<file path="src/sv/bks_pkg.sv">
// ----------------------------------------------------------------------------
// Batch key sorter package
// Shared widths, default parameter values and control types of the sorter.
// ----------------------------------------------------------------------------
package bks_pkg;

    localparam int KEY_PORT_W    = 32;
    localparam int TAG_W         = 6;
    localparam int DEF_MAX_ITEMS = 64;
    localparam int DEF_KEY_BITS  = 32;

    // Per-cycle command broadcast to every cell of the chain.
    typedef struct packed {
        logic insert;   // place the incoming item in sorted position
        logic shift;    // move every entry one cell towards the head
    } cell_ctrl_t;

    typedef enum logic [1:0] {
        ST_LOAD  = 2'b01,
        ST_DRAIN = 2'b10
    } sort_state_t;

endpackage

</file>
<file path="src/sv/bks_cell.sv">
// ----------------------------------------------------------------------------
// Sorter cell
// One slot of the insertion chain: holds one entry and trades with its
// neighbours on insert and on shift-out.
// ----------------------------------------------------------------------------
module bks_cell
    import bks_pkg::*;
#(
    parameter int KEY_W = DEF_KEY_BITS
)
(
    input  logic             clk,
    input  logic             rst_n,
    input  cell_ctrl_t       ctrl,
    input  logic [KEY_W-1:0] new_key,
    input  logic [TAG_W-1:0] new_tag,
    input  logic             left_move,
    input  logic             left_valid,
    input  logic [KEY_W-1:0] left_key,
    input  logic [TAG_W-1:0] left_tag,
    input  logic             right_valid,
    input  logic [KEY_W-1:0] right_key,
    input  logic [TAG_W-1:0] right_tag,
    output logic             valid,
    output logic [KEY_W-1:0] key,
    output logic [TAG_W-1:0] tag,
    output logic             move
);

    logic             valid_reg;
    logic             valid_next;
    logic [KEY_W-1:0] key_reg;
    logic [KEY_W-1:0] key_next;
    logic [TAG_W-1:0] tag_reg;
    logic [TAG_W-1:0] tag_next;

    // A strictly greater key gives way, so equal keys keep their load order.
    assign move = !valid_reg || (key_reg > new_key);

    always_comb
    begin
        valid_next = valid_reg;
        key_next   = key_reg;
        tag_next   = tag_reg;
        if (ctrl.shift)
        begin
            valid_next = right_valid;
            key_next   = right_key;
            tag_next   = right_tag;
        end
        else if (ctrl.insert)
        begin
            // An empty left neighbour hands on an empty slot.
            if (left_move)
            begin
                valid_next = left_valid;
                key_next   = left_key;
                tag_next   = left_tag;
            end
            else if (move)
            begin
                valid_next = 1'b1;
                key_next   = new_key;
                tag_next   = new_tag;
            end
        end
    end

    always_ff @(posedge clk or negedge rst_n)
    begin
        if (!rst_n)
        begin
            valid_reg <= 1'b0;
        end
        else
        begin
            valid_reg <= valid_next;
        end
    end

    always_ff @(posedge clk)
    begin
        key_reg <= key_next;
        tag_reg <= tag_next;
    end

    assign valid = valid_reg;
    assign key   = key_reg;
    assign tag   = tag_reg;

endmodule

</file>
<file path="config.mk">
export PLATFORM = sky130hd
export DESIGN_NAME = bks_cell
export DESIGN_NICKNAME = d
export VERILOG_FILES = /design/src/sv/bks_pkg.sv /design/src/sv/bks_cell.sv
export SDC_FILE = /design/constraint.sdc
export NUM_CORES = 1
export LEC_CHECK = 0
export BUFFER_PORTS_ARGS = -buffer_cell sky130_fd_sc_hd__buf_4
export CORE_MARGIN = 5
export CORE_UTILIZATION = 45
export DETAILED_ROUTE_END_ITERATION = 6
export GPL_ROUTABILITY_DRIVEN = 0
export PLACE_DENSITY = 0.78
export SKIP_CTS_REPAIR_TIMING = 1
export SKIP_LAST_GASP = 1
export SYNTH_ARGS = -nofsm -noshare
export SYNTH_HDL_FRONTEND = slang
export SYNTH_SLANG_ARGS = --single-unit
export TNS_END_PERCENT = 5
</file>
<file path="constraint.sdc">
create_clock -name clk -period 3.6 [get_ports clk]
set_input_delay 0.36 -clock clk [delete_from_list [all_inputs] [get_ports clk]]
set_output_delay 0.36 -clock clk [all_outputs]
set_load 0.01 [all_outputs]
</file>
==> results by stage, run 1 <==
Timing:
- The part of the cycle the worst path needs is 68.4%.
- The number of hold violations in the final report is 0.
- Across the routed clock network, the largest skew measured is 6.80 ps.
- The worst relative slew slack is 55.9%.
- The actual slew at the worst max-slew pin is 661 ps.
- Static timing analysis puts the maximum clock frequency at 406 MHz.
- The count of endpoints failing setup in the final report is 0.
- The worst setup slack after layout is 1140 ps.
- The final critical path time including I/O delays and setup is 2460 ps.
- The number of pins exceeding their max-slew limit in the final report was 0.
- Setup total negative slack on the finished layout was measured at 0 ps.
- Setup repair after global routing left no endpoint under its margin.

Cells and area:
- The register with the most flip-flops in the layout has 32 of them.
- The utilization of the core after routing is 67.3%.
- The fraction of layout cells with a size suffix above 1 is 40.1%.
- The signed area change from the synthesized netlist to the final layout is 47.3%.
- The final cell area excluding filler cells is 0.00420 sq mm.
- The repair_antennas step left the layout with diodes totalling 0.
- The final layout net count is 596.

Routing:
- After detailed routing, the number of remaining DRC violations is 0.
- The met2 routed wirelength is 4190 um.
- The number of detailed-route iterations in the first pass is 4.
- The top metal layer carrying routed signals is met4.
- Across all layers, the routed design uses 2,642 vias.
- The final layout contains routed wiring with a total length of 7900 um.
- The final routed wire length divided by cell count is 15.2 um.
- After detailed routing, the wire length on met1 is 2860 um.
- The via density per instance is 5.07.
- The routed design uses 701 um of met3 wire.
- In this run the remaining antenna-violating nets after routing total 0.
- After the first detailed-routing iteration, the DRC count stood at 77.

Critical path:
- For flop-to-flop paths, the worst setup slack is 1140 ps.
- The cell count of the worst reg-to-reg path is 7.
- The data arrival at the endpoint of the critical path is 2450 ps.
- The number of buffers and inverters on the critical path is 1.
- Along the worst path, the maximum fanout reaches 24.
- The category of the most critical setup path is flop to flop.
- The endpoint identified for the worst register-to-register timing path is key[22].
- The kind of cell with the highest combined delay along the critical path is compound AO/OA/AOI/OAI gates.
- The critical path endpoint category is a flop.
- At the worst endpoint, the required time is 3590 ps.
- For this design, the slowest cell found on the critical path is o22a_2.
- The type of element launching the critical path is a flop.
- The critical path goes through ha_1 > nand4_2 > a2111oi_2 > nor4_1 > o2bb2ai_2 > o22a_2 > buf_12.
- The startpoint identified for the worst register-to-register timing path is key[14].
- The largest stage delay on the critical path is 410 ps.

Die:
- The floorplan step defined a die boundary enclosing 0.00803 sq mm.
- The total I/O pin count is 161.
- The height of the chip is 89.6 um.
- The floorplan has 29 rows.
- The floorplan step set the die width to 89.6 um.
- The initial utilization of the core area, before any placement, comes to 45.7%.
- The region available for standard cell placement spans 0.00624 sq mm.

Worst hold path:
- The worst min-delay path endpoint is valid.
- The worst hold path startpoint is right_valid.
- The worst hold path belongs to the class primary input to flop.
- The count of cells along the worst hold path is 3.

Pwr:
- The internal power of the cells totals 935 uW.
- Combinational logic burns 34.2% of the power.
- The clock network is responsible for 21.0% of the overall power.
- The worst-case vdd ir drop is 225 uV.
- The ratio of total power to cell area is 313 mW/mm^2.
- For this design the static power due to leakage is 0.00212 uW.
- The net switching component of the power is 380 uW.
- In this run switching power makes up 28.9% of total power.
- The power share of the sequential group is 44.8%.

Yosys:
- Synthesis produced a netlist whose cell count is 288.
- Among all cell types in the netlist, the one instantiated most often is nand2_1.
- Counting distinct cell types in the post-synthesis netlist gives 31.
- The share of the synthesized area in the top cell type is 40.0%.
- The dominant synthesized flop cell is edfxtp_1.
- The cell type contributing the most total cell area after synthesis is edfxtp_1.
- The total of warnings raised by yosys is 0.
- Counting instances in the post-synthesis netlist gives the leading cell types as 46 x nand2_1, 41 x o21ai_0, 38 x edfxtp_1, 38 x mux2i_1.
- The synthesized design contains 39 register bits.
- When the netlist entered floorplanning its net count stood at 441.
- In the post-synthesis netlist, the biggest area contributors are edfxtp_1 40%, ha_1 14%, mux2i_1 13%.
- The number of synthesized flops with an enable pin is 38.
- The synthesized area is 0.00285 sq mm.
- The post-synthesis area per instance is 9.91 sq um.
- The fraction of registers with async set or reset after synthesis is 2.56%.
- The sequential cell area fraction in the yosys report is 40.9%.

CTS:
- The H-tree level count is 2.
- The clock passes through at most 2 buffers.
- The CTS buffer count is 5.
- The CTS tree is done.
- The total number of clock tree sinks is 39.
- After clock tree synthesis, the clock-pin slew on the worst setup and hold paths is 70 ps.
- The master cell of the clock root buffer is clkbuf_8.
- For the worst-skew pair, the clock arrives at the later sink with an insertion delay of 290 ps.

GRT:
- The leftover overflow at the end of global routing is 0.
- The pin count of the biggest net entering global routing is 81.
- The initial antenna violation count is 0.
- For this run, the total global-route usage over all layers was measured as 18.7%.
- The global-route wire length before repair is 11,700 um.
- The via count of the first global-routing pass came to 2,690.

Status:
- The flow ran to the end, and the final reports show no timing, DRC or antenna violations.

Placement:
- During placement, the flow inserted port buffers numbering 160.
- Detailed placement finished with a half-perimeter wire length of 6570 um.
- The pre-CTS setup slack is 1020 ps.
- The placed instances occupy a cell area of 0.00411 sq mm.

Job:
- Across the run, the number of max-cap violations was 0.
==> cell type report <==
class / count / area [sq um]
well taps: 77 / 96.3
multi-input cells: 203 / 1510
inverters: 32 / 120
clock inverters: 2 / 7.51
clock buffers: 6 / 72.6
repair buffers: 162 / 1230
flip-flops and latches: 39 / 1170
fillers: 548 / 2040
==> worst max-delay path by stage <==
stage / start / endpoint / slack [ps] / depth (start not counted)
global route: key[15] / key[19] / 950 / 7
detailed placement: new_key[14] / tag[1] / 1020 / 9
global placement: new_key[14] / key[26] / 1070 / 9
CTS: key[14] / key[17] / 1100 / 7
floorplan: key[1] / key[0] / 680 / 7
finish: key[14] / key[22] / 1140 / 7
==> placed cells by master (no fill, tap or decap), types with 2 or more instances in the layout <==
cell type  synthesis  layout
buf_4              0     160
nand2_1           46      46
o21ai_0           41      41
mux2i_1           38      38
edfxtp_1          38      38
inv_1             32      32
ha_1              32      32
a21oi_1           12      12
clkbuf_8           0       5
nand4_2            4       4
nand3_1            4       4
nand4_1            3       3
nor2_1             2       2
a211oi_1           2       2
nand2b_1           2       2
nor4_1             2       2
a21o_1             2       2
clkinv_1           0       2
==> cell families (layout without fill, tap and decap cells) <==
| kind of cell | after synthesis | in the layout | synth area share [%] |
|---|---|---|---|
| and+or+nand+nor | 68 | 68 | 12.4 |
| muxes | 38 | 38 | 13.3 |
| buffers and inverters | 46 | 202 | 6.27 |
| adders and majority gates | 32 | 32 | 14.0 |
| DFF | 39 | 39 | 40.9 |
| AOI/OAI and AO/OA | 65 | 65 | 13.1 |
==> power groups by stage <==
stage	Sequential [uW]	Combinational, uW	Clock, uW
2_1_floorplan	621	194	0
3_3_place_gp	597	439	0
3_5_place_dp	600	455	0
4_1_cts	590	456	285
5_1_grt	595	495	309
6_report	590	450	276
==> worst min-delay path: cells and delay by family <==
kind	cells	cell delay (ps)
compound gates	1	60
buf+inv	1	80
simple gates	1	40
==> metrics by stage <==
stage	hold WS [ps]	power (uW)	instances
after floorplan	64.4	814	288
after global placement	136	1040	512
after detailed placement	138	1060	512
after CTS	-180	1330	520
after global routing	295	1400	521
final	285	1310	521
==> metal layers <==
metal  global-route usage (%)  up-vias
met2                     36.3      101
met1                     19.5     1183
met4                     5.41        0
li1                         -     1346
met5                        0        -
met3                     4.93       12
Power figures use the tool's default switching activity.
==> run 2, diff against run 1 <==
- CORE_UTILIZATION: 45 -> 41
- PLACE_DENSITY: 0.78 -> 0.75
- clock period: 3.6 -> 2.08 ns (I/O delays scaled with it)
==> run 2 against run 1 <==
Compared with the run above:
- the flow now finishes with violations (setup timing)
- highest routed layer unchanged
- count of clock-buffer cells in the layout up 1
- sequential share of layout area down 2.4 points
- clock skew about the same
- register-to-register slack worse by 1400 ps
- cell count up 9.4%
- first-iteration DRC count up 27%
- critical path depth up 2
- global-route usage down 0.84 points
==> results by stage, run 2 (synthesis results as in run 1) <==
Die:
- The die outline area is 0.00873 sq mm (was 0.00803 sq mm).
- The placement row count is 30 (was 29).
- The floorplan die width came to 93.4 um (was 89.6 um).
- The total I/O pin count is 161 (unchanged).
- The initial core utilization is 42.0% (was 45.7%).
- The core box area was 0.00679 sq mm (was 0.00624 sq mm).
- The height of the chip came to 93.4 um (was 89.6 um).

CTS:
- The clock transition at the registers of the reported paths came to 80 ps (was 70 ps).
- The total number of clock tree sinks was 39 (unchanged).
- The H-tree level count is 2 (unchanged).
- The CTS tree is done (unchanged).
- The CTS buffer count came to 5 (unchanged).
- The insertion delay of the later-clocked pin in the worst-skew pair is 290 ps (about the same).
- The deepest clock path buffer count is 2 (unchanged).
- The master cell of the clock root buffer is clkbuf_8 (unchanged).

Cells and area:
- The fraction of layout cells with a size suffix above 1 is 45.8% (was 40.1%).
- The final layout net count is 626 (was 596).
- The signed area change from the synthesized netlist to the final layout came to 61.3% (was 47.3%).
- Highest-count cells in the layout ignoring fill and taps: 185 x buf_4, 46 x nand2_1, 41 x o21ai_0 (was 160 x buf_4, 46 x nand2_1, 41 x o21ai_0).
- The fill cell instance count of the final layout is 563 (was 548).
- The final cell area excluding filler cells is 0.00460 sq mm (was 0.00420 sq mm).
- The most common cell after layout, fill and taps aside is buf_4 (unchanged).
- The number of flip-flops in the largest register is 32 (unchanged).
- The number of non-filler instances in the completed layout is 570 (was 521).
- The number of antenna diodes is 0 (unchanged).

Routing:
- The initial detailed-routing violation count is 98 (was 77).
- The routed via count is 2,745 (was 2,642).
- The DRC violation count after routing is 0 (unchanged).
- The remaining antenna violation count is 0 (unchanged).
- The final routed wire length divided by cell count is 14.4 um (was 15.2 um).
- The number of detailed-route iterations in the first pass is 4 (unchanged).
- The routed wire length is 8220 um (was 7900 um).
- The via density per instance is 4.82 (was 5.07).

GRT:
- The initial antenna violation count is 0 (unchanged).
- The leftover overflow at the end of global routing is 0 (unchanged).
- The met1 usage in global routing is 19.2% (was 19.5%).
- The via count of the first global-routing pass is 2,791 (was 2,690).
- The global routing met3 resource utilization is 5.15% (was 4.93%).
- The pin count of the biggest net entering global routing came to 43 (was 81).
- The routing layer with the top usage in global route is met2 (unchanged).
- The met2 track demand over resource is 33.3% (was 36.3%).
- The aggregate global-route resource usage is 17.9% (was 18.7%).
- The global-route wire length before repair is 12,500 um (was 11,700 um).

Timing:
- RSZ-0062 raised after global routing: true (was false).
- The worst clock skew on the final layout is 7.01 ps (was 6.80 ps).
- The worst setup slack after layout was -292 ps (was 1140 ps).
- The final critical path time including I/O delays and setup is 2370 ps (was 2460 ps).
- The count of endpoints failing setup in the final report is 39 (was 0).
- The number of pins exceeding their max-slew limit in the final report was 0 (unchanged).
- The actual slew at the worst max-slew pin came to 448 ps (was 661 ps).
- The worst relative slew slack is 70.1% (was 55.9%).
- The maximum clock rate was 422 MHz (was 406 MHz).
- The worst hold slack after final layout was 132 ps (was 285 ps).
- The number of hold violations in the final report is 0 (unchanged).
- The part of the cycle the worst path needs is 114% (was 68.4%).

Status:
- The final reports fail on setup timing.
- Run status: finished, violations left (was completed).

Placement:
- The placed cell area is 0.00440 sq mm (was 0.00411 sq mm).
- The number of input and output port buffers inserted came to 160 (unchanged).
- The count of placed standard cells including taps was 560 (was 512).
- The placed wire-length estimate is 6780 um (was 6570 um).
- The pre-CTS setup slack is -246 ps (was 1020 ps).

Critical path:
- The category of the most critical setup path is flop to flop (unchanged).
- The data arrival at the endpoint of the critical path is 2430 ps (was 2450 ps).
- The critical path endpoint category is a flop (unchanged).
- The largest stage delay on the critical path is 440 ps (was 410 ps).
- The biggest fanout along the worst timing path came to 14 (was 24).
- Critical path cell sequence: ha_4 > buf_6 > nand4_1 > nor4_4 > nand3_2 > o2bb2ai_4 > buf_4 > o22a_4 > buf_12 (was ha_1 > nand4_2 > a2111oi_2 > nor4_1 > o2bb2ai_2 > o22a_2 > buf_12).
- The slowest library cell on the worst path is edfxtp_1 (was o22a_2).
- The type of element launching the critical path is a flop (unchanged).
- The required time of the critical path is 2130 ps (was 3590 ps).

Pwr:
- The worst-case vdd ir drop is 352 uV (was 225 uV).
- The ratio of total power to cell area came to 529 mW/mm^2 (was 313 mW/mm^2).
- The power after layout is 2430 uW (was 1310 uW).
- The total leakage power is 0.00232 uW (was 0.00212 uW).

Worst hold path:
- The class of the tightest hold or removal check is primary input to flop (unchanged).

Job:
- The number of violations of the max-capacitance limit is 0 (unchanged).
==> run 2: critical path, delay by kind of cell, from the launching register on <==
kind / cells / cell delay, ps
compound gates: 2 / 360
flops: 1 / 440
simple gates: 3 / 640
fa+ha+maj: 1 / 300
buf+inv: 3 / 390
==> run 2: layout make-up <==
type | instances | area, sq um | share of cell area (%)
well taps | 96 | 120 | 2.61
flip-flops and latches | 39 | 1170 | 25.3
clock inverters | 1 | 5.00 | 0.109
repair buffers | 192 | 1490 | 32.4
multi-input cells | 203 | 1620 | 35.2
inverters | 32 | 120 | 2.61
clock buffers | 7 | 76.3 | 1.66
==> run 2: report_power, final <==
| part | switching (uW) | internal [uW] |
|---|---|---|
| combinational | 400 | 519 |
| clock | 259 | 236 |
| sequential | 46.4 | 972 |
==> run 2: path summary, 6_finish.rpt <==
check | start | end | slack [ps] | cells after the start
worst min register to register | valid | valid | 720 | 2
worst min-delay path | right_valid | valid | 130 | 3
worst max-delay path | key[3] | tag[0] | -290 | 9
max in group asynchronous | rst_n | valid | 1780 | 2
worst max register to register | key[3] | tag[0] | -290 | 9
min in group asynchronous | rst_n | valid | 220 | 2
==> run 2: stage by stage <==
stage / util, % / TNS [ps]
3_3_place_gp: 64.8 / -4460
3_5_place_dp: 64.8 / -9300
4_1_cts: 65.9 / -9770
2_1_floorplan: - / -6820
6_report: 67.7 / -11100
5_1_grt: 67.7 / -14990
==> run 2: routing by layer <==
metal / vias to the layer above / share of wire, %
li1: 1404 / -
met1: 1232 / 37
met2: 96 / 53
met3: 13 / 7.8
met4: 0 / 2.1
met5: - / 0
